==> config.mk <==
export PLATFORM = sky130hd
export DESIGN_NAME = stepper_jog_limit_controller_unit
export DESIGN_NICKNAME = d
export VERILOG_FILES = /design/src/rtl/sjl_pkg.sv /design/src/rtl/stepper_jog_limit_controller_unit.sv /design/src/rtl/sjl_in_stage.sv /design/src/rtl/sjl_core.sv /design/src/rtl/sjl_out_stage.sv
export SDC_FILE = /design/constraint.sdc
export NUM_CORES = 1
export LEC_CHECK = 0
export BUFFER_PORTS_ARGS = -buffer_cell sky130_fd_sc_hd__buf_2
export CELL_PAD_IN_SITES_DETAIL_PLACEMENT = 0
export CELL_PAD_IN_SITES_GLOBAL_PLACEMENT = 2
export CORE_MARGIN = 1.5
export CORE_UTILIZATION = 40
export DETAILED_ROUTE_END_ITERATION = 7
export PLACE_DENSITY = 0.94
export SLEW_MARGIN = 15
export SYNTH_ARGS = -nofsm -noshare
export SYNTH_HDL_FRONTEND = slang
export SYNTH_SLANG_ARGS = --single-unit
==> constraint.sdc <==
create_clock -name aclk -period 7.5 [get_ports aclk]
set_clock_uncertainty 0.05 [all_clocks]
set_input_delay 2.25 -clock aclk [delete_from_list [all_inputs] [get_ports aclk]]
set_output_delay 2.25 -clock aclk [all_outputs]
set_load 0.05 [all_outputs]
==> src/rtl/sjl_pkg.sv <==
// Package for the stepper jog/limit controller: phase and movement codes,
// the input and result item structs, and the phase encoding helper.
// No dependencies.
`timescale 1ns / 1ps

package sjl_pkg;

    localparam int unsigned IN_POS_W  = 16;
    localparam int unsigned SETTLE_W  = 8;
    localparam int unsigned PHASE_W   = 3;
    localparam int unsigned MOVE_W    = 2;

    localparam logic [SETTLE_W-1:0] SETTLE_RESET = 8'd20;

    // Phase codes as they appear on the result channel.
    localparam logic [PHASE_W-1:0] PH_CODE_SEEK_BOTTOM   = 3'd0;
    localparam logic [PHASE_W-1:0] PH_CODE_SETTLE_BOTTOM = 3'd1;
    localparam logic [PHASE_W-1:0] PH_CODE_SEEK_TOP      = 3'd2;
    localparam logic [PHASE_W-1:0] PH_CODE_SETTLE_TOP    = 3'd3;
    localparam logic [PHASE_W-1:0] PH_CODE_RUN           = 3'd4;
    localparam logic [PHASE_W-1:0] PH_CODE_FAILED        = 3'd5;
    localparam logic [PHASE_W-1:0] PH_CODE_STOPPED       = 3'd6;

    // Movement codes.
    localparam logic [MOVE_W-1:0] MOV_STOP = 2'd0;
    localparam logic [MOVE_W-1:0] MOV_UP   = 2'd1;
    localparam logic [MOVE_W-1:0] MOV_DOWN = 2'd2;
    localparam logic [MOVE_W-1:0] MOV_FREE = 2'd3;

    typedef enum logic [6:0] {
        PH_SEEK_BOTTOM   = 7'b0000001,
        PH_SETTLE_BOTTOM = 7'b0000010,
        PH_SEEK_TOP      = 7'b0000100,
        PH_SETTLE_TOP    = 7'b0001000,
        PH_RUN           = 7'b0010000,
        PH_FAILED        = 7'b0100000,
        PH_STOPPED       = 7'b1000000
    } phase_t;

    typedef struct packed {
        logic                       up_pressed;
        logic                       down_pressed;
        logic                       trim_switch_closed;
        logic                       top_switch;
        logic                       bottom_switch;
        logic                       hydraulic_failure;
        logic signed [IN_POS_W-1:0] position;
        logic                       stop_request;
    } sjl_in_t;

    typedef struct packed {
        logic                       motor_free;
        logic                       step_dir;
        logic                       step_pulse;
        logic [MOVE_W-1:0]          movement;
        logic [PHASE_W-1:0]         phase_code;
        logic signed [IN_POS_W-1:0] top_out;
        logic signed [IN_POS_W-1:0] bottom_out;
        logic                       is_calibrated;
    } sjl_out_t;

    function automatic logic [PHASE_W-1:0] phase_to_code(input phase_t ph);
        logic [PHASE_W-1:0] code;
        case (ph)
            PH_SEEK_BOTTOM:   code = PH_CODE_SEEK_BOTTOM;
            PH_SETTLE_BOTTOM: code = PH_CODE_SETTLE_BOTTOM;
            PH_SEEK_TOP:      code = PH_CODE_SEEK_TOP;
            PH_SETTLE_TOP:    code = PH_CODE_SETTLE_TOP;
            PH_RUN:           code = PH_CODE_RUN;
            PH_FAILED:        code = PH_CODE_FAILED;
            PH_STOPPED:       code = PH_CODE_STOPPED;
            default:          code = PH_CODE_STOPPED;
        endcase
        return code;
    endfunction

endpackage

==> src/rtl/stepper_jog_limit_controller_unit.sv <==
// Top level of the stepper jog/limit controller: input register, decision
// stage, result register and the settle-time register.
// Depends on sjl_pkg, sjl_in_stage, sjl_core and sjl_out_stage.
`timescale 1ns / 1ps

// Usage:
// Each item on the s_ channel is one control tick: buttons, limit switches,
// trim switch, hydraulic failure flag, position reading and stop request.
// Every item yields exactly one result item on the m_ channel with the motor
// enable and direction levels, the step pulse, the movement code, the phase
// after the tick and the calibrated limit positions.
// An accepted item lands in the input register; the decision logic then
// evaluates it combinationally against the controller state, and the result
// is written into the output register once that register has room.
// Throughput is one item per cycle while the receiver keeps m_ready high, set by
// the single registered decision stage whose state updates once per item.
// When the receiver stalls, the result register holds its item and the input
// register fills; after that s_ready drops until m_ready returns.
// Reset (aresetn low, synchronous) empties both registers, puts the block in
// the seek-bottom phase with the motor engaged, and sets settle_ticks to 20.
// The cfg_ channel writes settle_ticks; it is always ready and should only be
// written while no items are in flight.
module stepper_jog_limit_controller_unit #(
    parameter int unsigned POS_WIDTH = 16
) (
    input  logic        aclk,
    input  logic        aresetn,

    input  logic        cfg_valid,
    output logic        cfg_ready,
    input  logic [7:0]  cfg_data,

    input  logic        s_valid,
    output logic        s_ready,
    input  logic        s_up_pressed,
    input  logic        s_down_pressed,
    input  logic        s_trim_switch_closed,
    input  logic        s_top_switch,
    input  logic        s_bottom_switch,
    input  logic        s_hydraulic_failure,
    input  logic signed [15:0] s_position,
    input  logic        s_stop_request,

    output logic        m_valid,
    input  logic        m_ready,
    output logic        m_motor_free,
    output logic        m_step_dir,
    output logic        m_step_pulse,
    output logic [1:0]  m_movement,
    output logic [2:0]  m_phase_code,
    output logic signed [15:0] m_top_out,
    output logic signed [15:0] m_bottom_out,
    output logic        m_is_calibrated
);
    import sjl_pkg::*;

    sjl_in_t             in_item;
    sjl_in_t             item;
    logic                item_valid;
    logic                out_room;
    logic                advance;
    sjl_out_t            result;
    sjl_out_t            out_item;
    logic [SETTLE_W-1:0] settle_ticks_reg;

    // Settle-time register. Writes are accepted in any cycle.
    assign cfg_ready = 1'b1;

    always_ff @(posedge aclk) begin
        if (!aresetn) begin
            settle_ticks_reg <= SETTLE_RESET;
        end else if (cfg_valid && cfg_ready) begin
            settle_ticks_reg <= cfg_data;
        end
    end

    always_comb begin
        in_item.up_pressed         = s_up_pressed;
        in_item.down_pressed       = s_down_pressed;
        in_item.trim_switch_closed = s_trim_switch_closed;
        in_item.top_switch         = s_top_switch;
        in_item.bottom_switch      = s_bottom_switch;
        in_item.hydraulic_failure  = s_hydraulic_failure;
        in_item.position           = s_position;
        in_item.stop_request       = s_stop_request;
    end

    // The decision stage fires whenever an item is waiting and the result
    // register can take its result in the same cycle.
    assign advance = item_valid && out_room;

    sjl_in_stage u_in_stage (
        .aclk       (aclk),
        .aresetn    (aresetn),
        .in_valid   (s_valid),
        .in_ready   (s_ready),
        .in_item    (in_item),
        .item_valid (item_valid),
        .item_take  (advance),
        .item       (item)
    );

    sjl_core #(
        .POS_WIDTH (POS_WIDTH)
    ) u_core (
        .aclk         (aclk),
        .aresetn      (aresetn),
        .advance      (advance),
        .item         (item),
        .settle_ticks (settle_ticks_reg),
        .result       (result)
    );

    sjl_out_stage u_out_stage (
        .aclk       (aclk),
        .aresetn    (aresetn),
        .load       (advance),
        .load_ready (out_room),
        .load_item  (result),
        .out_valid  (m_valid),
        .out_ready  (m_ready),
        .out_item   (out_item)
    );

    assign m_motor_free    = out_item.motor_free;
    assign m_step_dir      = out_item.step_dir;
    assign m_step_pulse    = out_item.step_pulse;
    assign m_movement      = out_item.movement;
    assign m_phase_code    = out_item.phase_code;
    assign m_top_out       = out_item.top_out;
    assign m_bottom_out    = out_item.bottom_out;
    assign m_is_calibrated = out_item.is_calibrated;

    // Every decision produces a result item in the next cycle.
    a_advance_gives_result: assert property (
        @(posedge aclk) disable iff (!aresetn)
        advance |=> m_valid
    ) else $error("decision fired but no result item followed");

    // A step is only ever issued with the motor engaged and a real move.
    a_pulse_engaged: assert property (
        @(posedge aclk) disable iff (!aresetn)
        (m_valid && m_step_pulse) |->
            (!m_motor_free && (m_movement == MOV_UP || m_movement == MOV_DOWN))
    ) else $error("step pulse with released motor or without movement");

    // A successful calibration never reports equal limit positions.
    a_calib_distinct: assert property (
        @(posedge aclk) disable iff (!aresetn)
        (m_valid && m_is_calibrated) |-> (m_top_out != m_bottom_out)
    ) else $error("calibrated with equal top and bottom positions");

    // Terminal phases report a released, idle motor.
    a_terminal_idle: assert property (
        @(posedge aclk) disable iff (!aresetn)
        (m_valid && (m_phase_code == PH_CODE_FAILED || m_phase_code == PH_CODE_STOPPED))
            |-> (m_motor_free && !m_step_pulse && m_movement == MOV_STOP)
    ) else $error("terminal phase with motor engaged or moving");

endmodule

==> src/rtl/sjl_in_stage.sv <==
// Input register of the controller: holds one accepted tick item until the
// decision stage consumes it. Depends on sjl_pkg.
`timescale 1ns / 1ps

module sjl_in_stage (
    input  logic             aclk,
    input  logic             aresetn,
    input  logic             in_valid,
    output logic             in_ready,
    input  sjl_pkg::sjl_in_t in_item,
    output logic             item_valid,
    input  logic             item_take,
    output sjl_pkg::sjl_in_t item
);
    import sjl_pkg::*;

    logic    valid_reg;
    logic    valid_next;
    sjl_in_t data_reg;

    // The register frees up in the same cycle its item is consumed.
    assign in_ready = !valid_reg || item_take;

    always_comb begin
        valid_next = valid_reg;
        if (item_take) begin
            valid_next = 1'b0;
        end
        if (in_valid && in_ready) begin
            valid_next = 1'b1;
        end
    end

    always_ff @(posedge aclk) begin
        if (!aresetn) begin
            valid_reg <= 1'b0;
        end else begin
            valid_reg <= valid_next;
        end
    end

    always_ff @(posedge aclk) begin
        if (in_valid && in_ready) begin
            data_reg <= in_item;
        end
    end

    assign item_valid = valid_reg;
    assign item       = data_reg;

endmodule

==> src/rtl/sjl_core.sv <==
// Decision stage: calibration and run-mode state, and the per-tick result.
// Depends on sjl_pkg.
`timescale 1ns / 1ps

module sjl_core #(
    parameter int unsigned POS_WIDTH = 16
) (
    input  logic                            aclk,
    input  logic                            aresetn,
    input  logic                            advance,
    input  sjl_pkg::sjl_in_t                item,
    input  logic [sjl_pkg::SETTLE_W-1:0]    settle_ticks,
    output sjl_pkg::sjl_out_t               result
);
    import sjl_pkg::*;

    localparam int unsigned EXT_W = 32;

    phase_t                phase_reg, phase_next;
    logic [SETTLE_W-1:0]   settle_count_reg, settle_count_next;
    logic [POS_WIDTH-1:0]  bottom_pos_reg, bottom_pos_next;
    logic [POS_WIDTH-1:0]  top_pos_reg, top_pos_next;
    logic                  calibrated_reg, calibrated_next;
    logic                  dir_level_reg, dir_level_next;
    logic                  free_level_reg, free_level_next;

    logic [EXT_W-1:0]      pos_ext;
    logic [POS_WIDTH-1:0]  pos_w;
    logic                  pulse;
    logic [MOVE_W-1:0]     move;
    logic [EXT_W-1:0]      top_ext;
    logic [EXT_W-1:0]      bottom_ext;

    // Sign-extend the reading, then keep the stored position width.
    assign pos_ext = {{(EXT_W-IN_POS_W){item.position[IN_POS_W-1]}}, item.position};
    assign pos_w   = pos_ext[POS_WIDTH-1:0];

    always_comb begin
        phase_next        = phase_reg;
        settle_count_next = settle_count_reg;
        bottom_pos_next   = bottom_pos_reg;
        top_pos_next      = top_pos_reg;
        calibrated_next   = calibrated_reg;
        dir_level_next    = dir_level_reg;
        free_level_next   = free_level_reg;
        pulse             = 1'b0;
        move              = MOV_STOP;

        if (phase_reg == PH_FAILED || phase_reg == PH_STOPPED) begin
            free_level_next = 1'b1;
        end else if (item.stop_request) begin
            free_level_next = 1'b1;
            phase_next      = PH_STOPPED;
        end else begin
            case (phase_reg)
                PH_SEEK_BOTTOM: begin
                    if (!item.bottom_switch) begin
                        pulse          = 1'b1;
                        dir_level_next = 1'b0;
                        move           = MOV_UP;
                    end else begin
                        phase_next        = PH_SETTLE_BOTTOM;
                        settle_count_next = '0;
                    end
                end
                PH_SEEK_TOP: begin
                    if (!item.top_switch) begin
                        pulse          = 1'b1;
                        dir_level_next = 1'b1;
                        move           = MOV_DOWN;
                    end else begin
                        phase_next        = PH_SETTLE_TOP;
                        settle_count_next = '0;
                    end
                end
                PH_SETTLE_BOTTOM: begin
                    if (settle_count_reg < settle_ticks) begin
                        settle_count_next = settle_count_reg + 1'b1;
                    end else begin
                        bottom_pos_next = pos_w;
                        phase_next      = PH_SEEK_TOP;
                    end
                end
                PH_SETTLE_TOP: begin
                    if (settle_count_reg < settle_ticks) begin
                        settle_count_next = settle_count_reg + 1'b1;
                    end else begin
                        top_pos_next = pos_w;
                        if (pos_w == bottom_pos_reg) begin
                            phase_next      = PH_FAILED;
                            free_level_next = 1'b1;
                        end else begin
                            calibrated_next = 1'b1;
                            phase_next      = PH_RUN;
                        end
                    end
                end
                PH_RUN: begin
                    if (item.hydraulic_failure) begin
                        free_level_next = 1'b0;
                        if (!item.top_switch) begin
                            pulse          = 1'b1;
                            dir_level_next = 1'b1;
                            move           = MOV_DOWN;
                        end
                    end else if (!item.trim_switch_closed) begin
                        free_level_next = 1'b1;
                        move            = MOV_FREE;
                    end else begin
                        free_level_next = 1'b0;
                        if (item.up_pressed && !item.down_pressed) begin
                            if (!item.bottom_switch) begin
                                pulse          = 1'b1;
                                dir_level_next = 1'b0;
                                move           = MOV_UP;
                            end
                        end else if (item.down_pressed && !item.up_pressed) begin
                            if (!item.top_switch) begin
                                pulse          = 1'b1;
                                dir_level_next = 1'b1;
                                move           = MOV_DOWN;
                            end
                        end
                    end
                end
                default: begin
                    phase_next = phase_reg;
                end
            endcase
        end
    end

    always_ff @(posedge aclk) begin
        if (!aresetn) begin
            phase_reg        <= PH_SEEK_BOTTOM;
            settle_count_reg <= '0;
            bottom_pos_reg   <= '0;
            top_pos_reg      <= '0;
            calibrated_reg   <= 1'b0;
            dir_level_reg    <= 1'b0;
            free_level_reg   <= 1'b0;
        end else if (advance) begin
            phase_reg        <= phase_next;
            settle_count_reg <= settle_count_next;
            bottom_pos_reg   <= bottom_pos_next;
            top_pos_reg      <= top_pos_next;
            calibrated_reg   <= calibrated_next;
            dir_level_reg    <= dir_level_next;
            free_level_reg   <= free_level_next;
        end
    end

    // Stored positions are reported zero-extended and cut to the port width.
    assign top_ext    = EXT_W'(top_pos_next);
    assign bottom_ext = EXT_W'(bottom_pos_next);

    always_comb begin
        result.motor_free    = free_level_next;
        result.step_dir      = dir_level_next;
        result.step_pulse    = pulse;
        result.movement      = move;
        result.phase_code    = phase_to_code(phase_next);
        result.top_out       = calibrated_next ? top_ext[IN_POS_W-1:0] : '0;
        result.bottom_out    = calibrated_next ? bottom_ext[IN_POS_W-1:0] : '0;
        result.is_calibrated = calibrated_next;
    end

endmodule

==> src/rtl/sjl_out_stage.sv <==
// Result register of the controller: holds one result item until the
// receiver takes it. Depends on sjl_pkg.
`timescale 1ns / 1ps

module sjl_out_stage (
    input  logic              aclk,
    input  logic              aresetn,
    input  logic              load,
    output logic              load_ready,
    input  sjl_pkg::sjl_out_t load_item,
    output logic              out_valid,
    input  logic              out_ready,
    output sjl_pkg::sjl_out_t out_item
);
    import sjl_pkg::*;

    logic     valid_reg;
    logic     valid_next;
    sjl_out_t data_reg;

    assign load_ready = !valid_reg || out_ready;

    always_comb begin
        valid_next = valid_reg;
        if (out_ready) begin
            valid_next = 1'b0;
        end
        if (load) begin
            valid_next = 1'b1;
        end
    end

    always_ff @(posedge aclk) begin
        if (!aresetn) begin
            valid_reg <= 1'b0;
        end else begin
            valid_reg <= valid_next;
        end
    end

    always_ff @(posedge aclk) begin
        if (load) begin
            data_reg <= load_item;
        end
    end

    assign out_valid = valid_reg;
    assign out_item  = data_reg;

endmodule
==> summary.txt <==
Drt
  • DR vias: approximately 4200
  • Final ANT Viol Nets: 0
  • Post-route DRC: 0
  • DR WL/cell: 15.3 microns
  • First-pass DRT Iterations: 5
  • First-iteration detailed-routing DRC count: 347
  • Total Wirelength: 12400 microns
  • Via density: approximately 5.1

Critical path
  • Worst Path Required: 5200 ps
  • Slowest CP cell: buf_2
  • WP buf/inv: 2
  • Largest fanout on the critical path: 4
  • Startpoint types: input pin
  • Cell family contributing the most delay on the critical path: buffers and inverters
  • Crit path cell chain: buf_2 -> nor2b_1 -> nand2_1 -> buf_2
  • Most used cell, CP: buf_2
  • Crit-path max cell delay: 210 ps
  • CP Class: in2out
  • Worst EP arrival: 2850 ps
  • Crit end category: output port

Placement
  • IO Port Bufs: 78
  • Post-DP HPWL: just over 8000 microns
  • Routability cong.: 0.881
  • Placed cells: 781

Timing
  • Crit path time final: 5150 ps
  • Fmax achieved: 194 MHz
  • Pins Over Slew Limit: 0
  • Worst Max-Slew Pin Slew: 965 ps
  • Hold Vio Cnt, Final: 0
  • Final setup viols: 0
  • Headroom to the max-slew limit: 0.356
  • Post-route setup TNS: 0 ps
  • Unrepaired setup endpoints after global routing: no
  • Crit share post-route: 0.687

Yosys
  • Mapped Cells: 549
  • FFs w/ async S/R, synth: 0
  • Distinct cells, synth: 59
  • Top_reg_cell synth: edfxtp_1
  • Number of synthesis warnings: 0
  • Complex-gate fraction of the synthesized area: 0.111
  • Adder-cell area share of the yosys netlist: 0.0173
  • Register area share after synthesis: 0.539
  • Post-Synth XOR/XNOR Area: 0.0393
  • Synthesized net count: slightly below 600
  • Share of the synthesized area in the top cell type: 0.331
  • Simple-Gate Fraction of Synth Area: 0.190
  • Largest family of logic cells by synthesized area: simple AND/OR/NAND/NOR gates
  • Mux contribution to synthesized area: 0.0691
  • Area leader, netlist: edfxtp_1
  • Top-count cell post-synth: nand2_1
  • Syn Std Cell Area: 5800 sq um
  • Dominant cells by area after synthesis: edfxtp_1, dfxtp_1, mux2i_1
  • Syn Area/Cell: 10.6 sq um
  • #FFs+latches synth: 124
  • Post-synth EDFFs: 64
  • Commonest cells in the netlist: nand2_1, edfxtp_1, dfxtp_1

Status
  • Status: finished clean

Cells and area
  • Fraction of layout cells with a size suffix above 1: 0.197
  • Antenna diode count: 0
  • # fillers: 1312
  • Area of the multi-input gates: approximately 2500 sq um
  • Register Area: 3120 sq um
  • P&R area growth vs syn: 17.9%
  • Max reg flops: between 40 and 50
  • Final non-filler cell total: 813
  • Nets: between 600 and 700

Clock tree
  • PostCTS Resize Cnt: 0
  • Clk sinks: 124
  • Setup repair bufs after CTS: 0
  • CTS tree: yes
  • Longest Clk Path Bufs: 2
  • CTS H-tree lvls: 4
  • Hold-fix buffers at CTS: 0
  • Root Driver: clkbuf_16
  • Skew-Pair Late Insertion Delay: 420 ps
  • Num CTS Buffers: 17
  • Worst-path clk slew: 50 ps

Min path
  • Min-delay worst type: reg2reg

Global routing
  • First-pass GRT wire length: 19800 microns
  • Vias in the first global route: 3968
  • Total global-route track usage: 0.174
  • Antenna violations before repair: 0
  • Grt ovf: 0
  • Largest net degree at the start of global routing: 56

Floorplan
  • Die Height: 123 microns
  • Total die area: 15200 sq um
  • # IOs: 80
  • Core region area: 14000 sq um
  • Die width: 123 microns
  • # rows: 43
  • Initial core utilization: 0.414

Power and ir drop
  • Static leakage: 2.54 nW
  • Power Density: 243 nW/um^2
  • Max VDD drop: 136 uV

Flow run
  • Max-cap viol count: 0
layout make-up:
class,count,area share
Inverter,14,0.00769
Clock buffer,22,0.0650
Tap cell,180,0.0329
Clock inverter,10,0.0145
Multi-Input combinational cell,382,0.363
Timing Repair Buffer,81,0.0604
Sequential cell,124,0.457
cell usage in the layout (no fill, tap or decap), drive strengths merged, types with 14 or more instances in the layout:
cell type,instances
a21oi,44
xnor2,19
mux2i,40
nor2,16
nand2,86
dfxtp,60
inv,14
buf,81
edfxtp,64
clkbuf,22
nor2b,49
o21ai,19
per-stage QoR:
step           hold WS, ps  area [sq um]   util  worst slack, ps  power (mW)
2_1_floorplan          409          5800      -             2440       0.874
6_report               450          6840  0.489             2350        1.66
3_5_place_dp           445          6290  0.450             2340       0.913
5_1_grt                479          6840  0.489             2250        1.72
3_3_place_gp           436          6290  0.450             2360       0.910
4_1_cts                452          6840  0.489             2330        1.68
cells by family (layout without fill, tap and decap cells):
kind of cell    Yosys count  in the layout
other cells               1              1
fa+ha+maj                 8              8
compound gates           99             99
simple gates            208            208
flops                   124            124
buf+inv                  43            127
mux                      40             40
xor+xnor                 26             26
layer usage:
metal / routed length (microns) / vias up / track usage
li1: - / 2090 / -
met3: 536 / 14 / 0.0494
met4: 210 / 0 / 0.0726
met1: 5890 / 1977 / 0.227
met5: 0 / - / 0
met2: 5780 / 97 / 0.270
final timing paths:
check	start	end	slack [ps]	cells after the start
worst max-delay path	m_ready	s_ready	2350	4
worst min-delay path	settle_ticks_reg[4]	settle_ticks_reg[4]	450	2
worst min register to register	settle_ticks_reg[4]	settle_ticks_reg[4]	450	2
worst max register to register	settle_ticks_reg[5]	u_core.bottom_pos_reg[14]	4150	9
tightest hold or removal path, cell delays in order, from the launching register on:
cell	delay, ps
dfxtp_1	290
inv_1	70
o211ai_1	80
where the power goes:
group / switching [mW] / internal, mW
Clock: 0.279 / 0.482
Combinational: 0.0923 / 0.0474
Sequential: 0.0209 / 0.738
Total: 0.392 / 1.27
(Power assumes the default switching activity.)
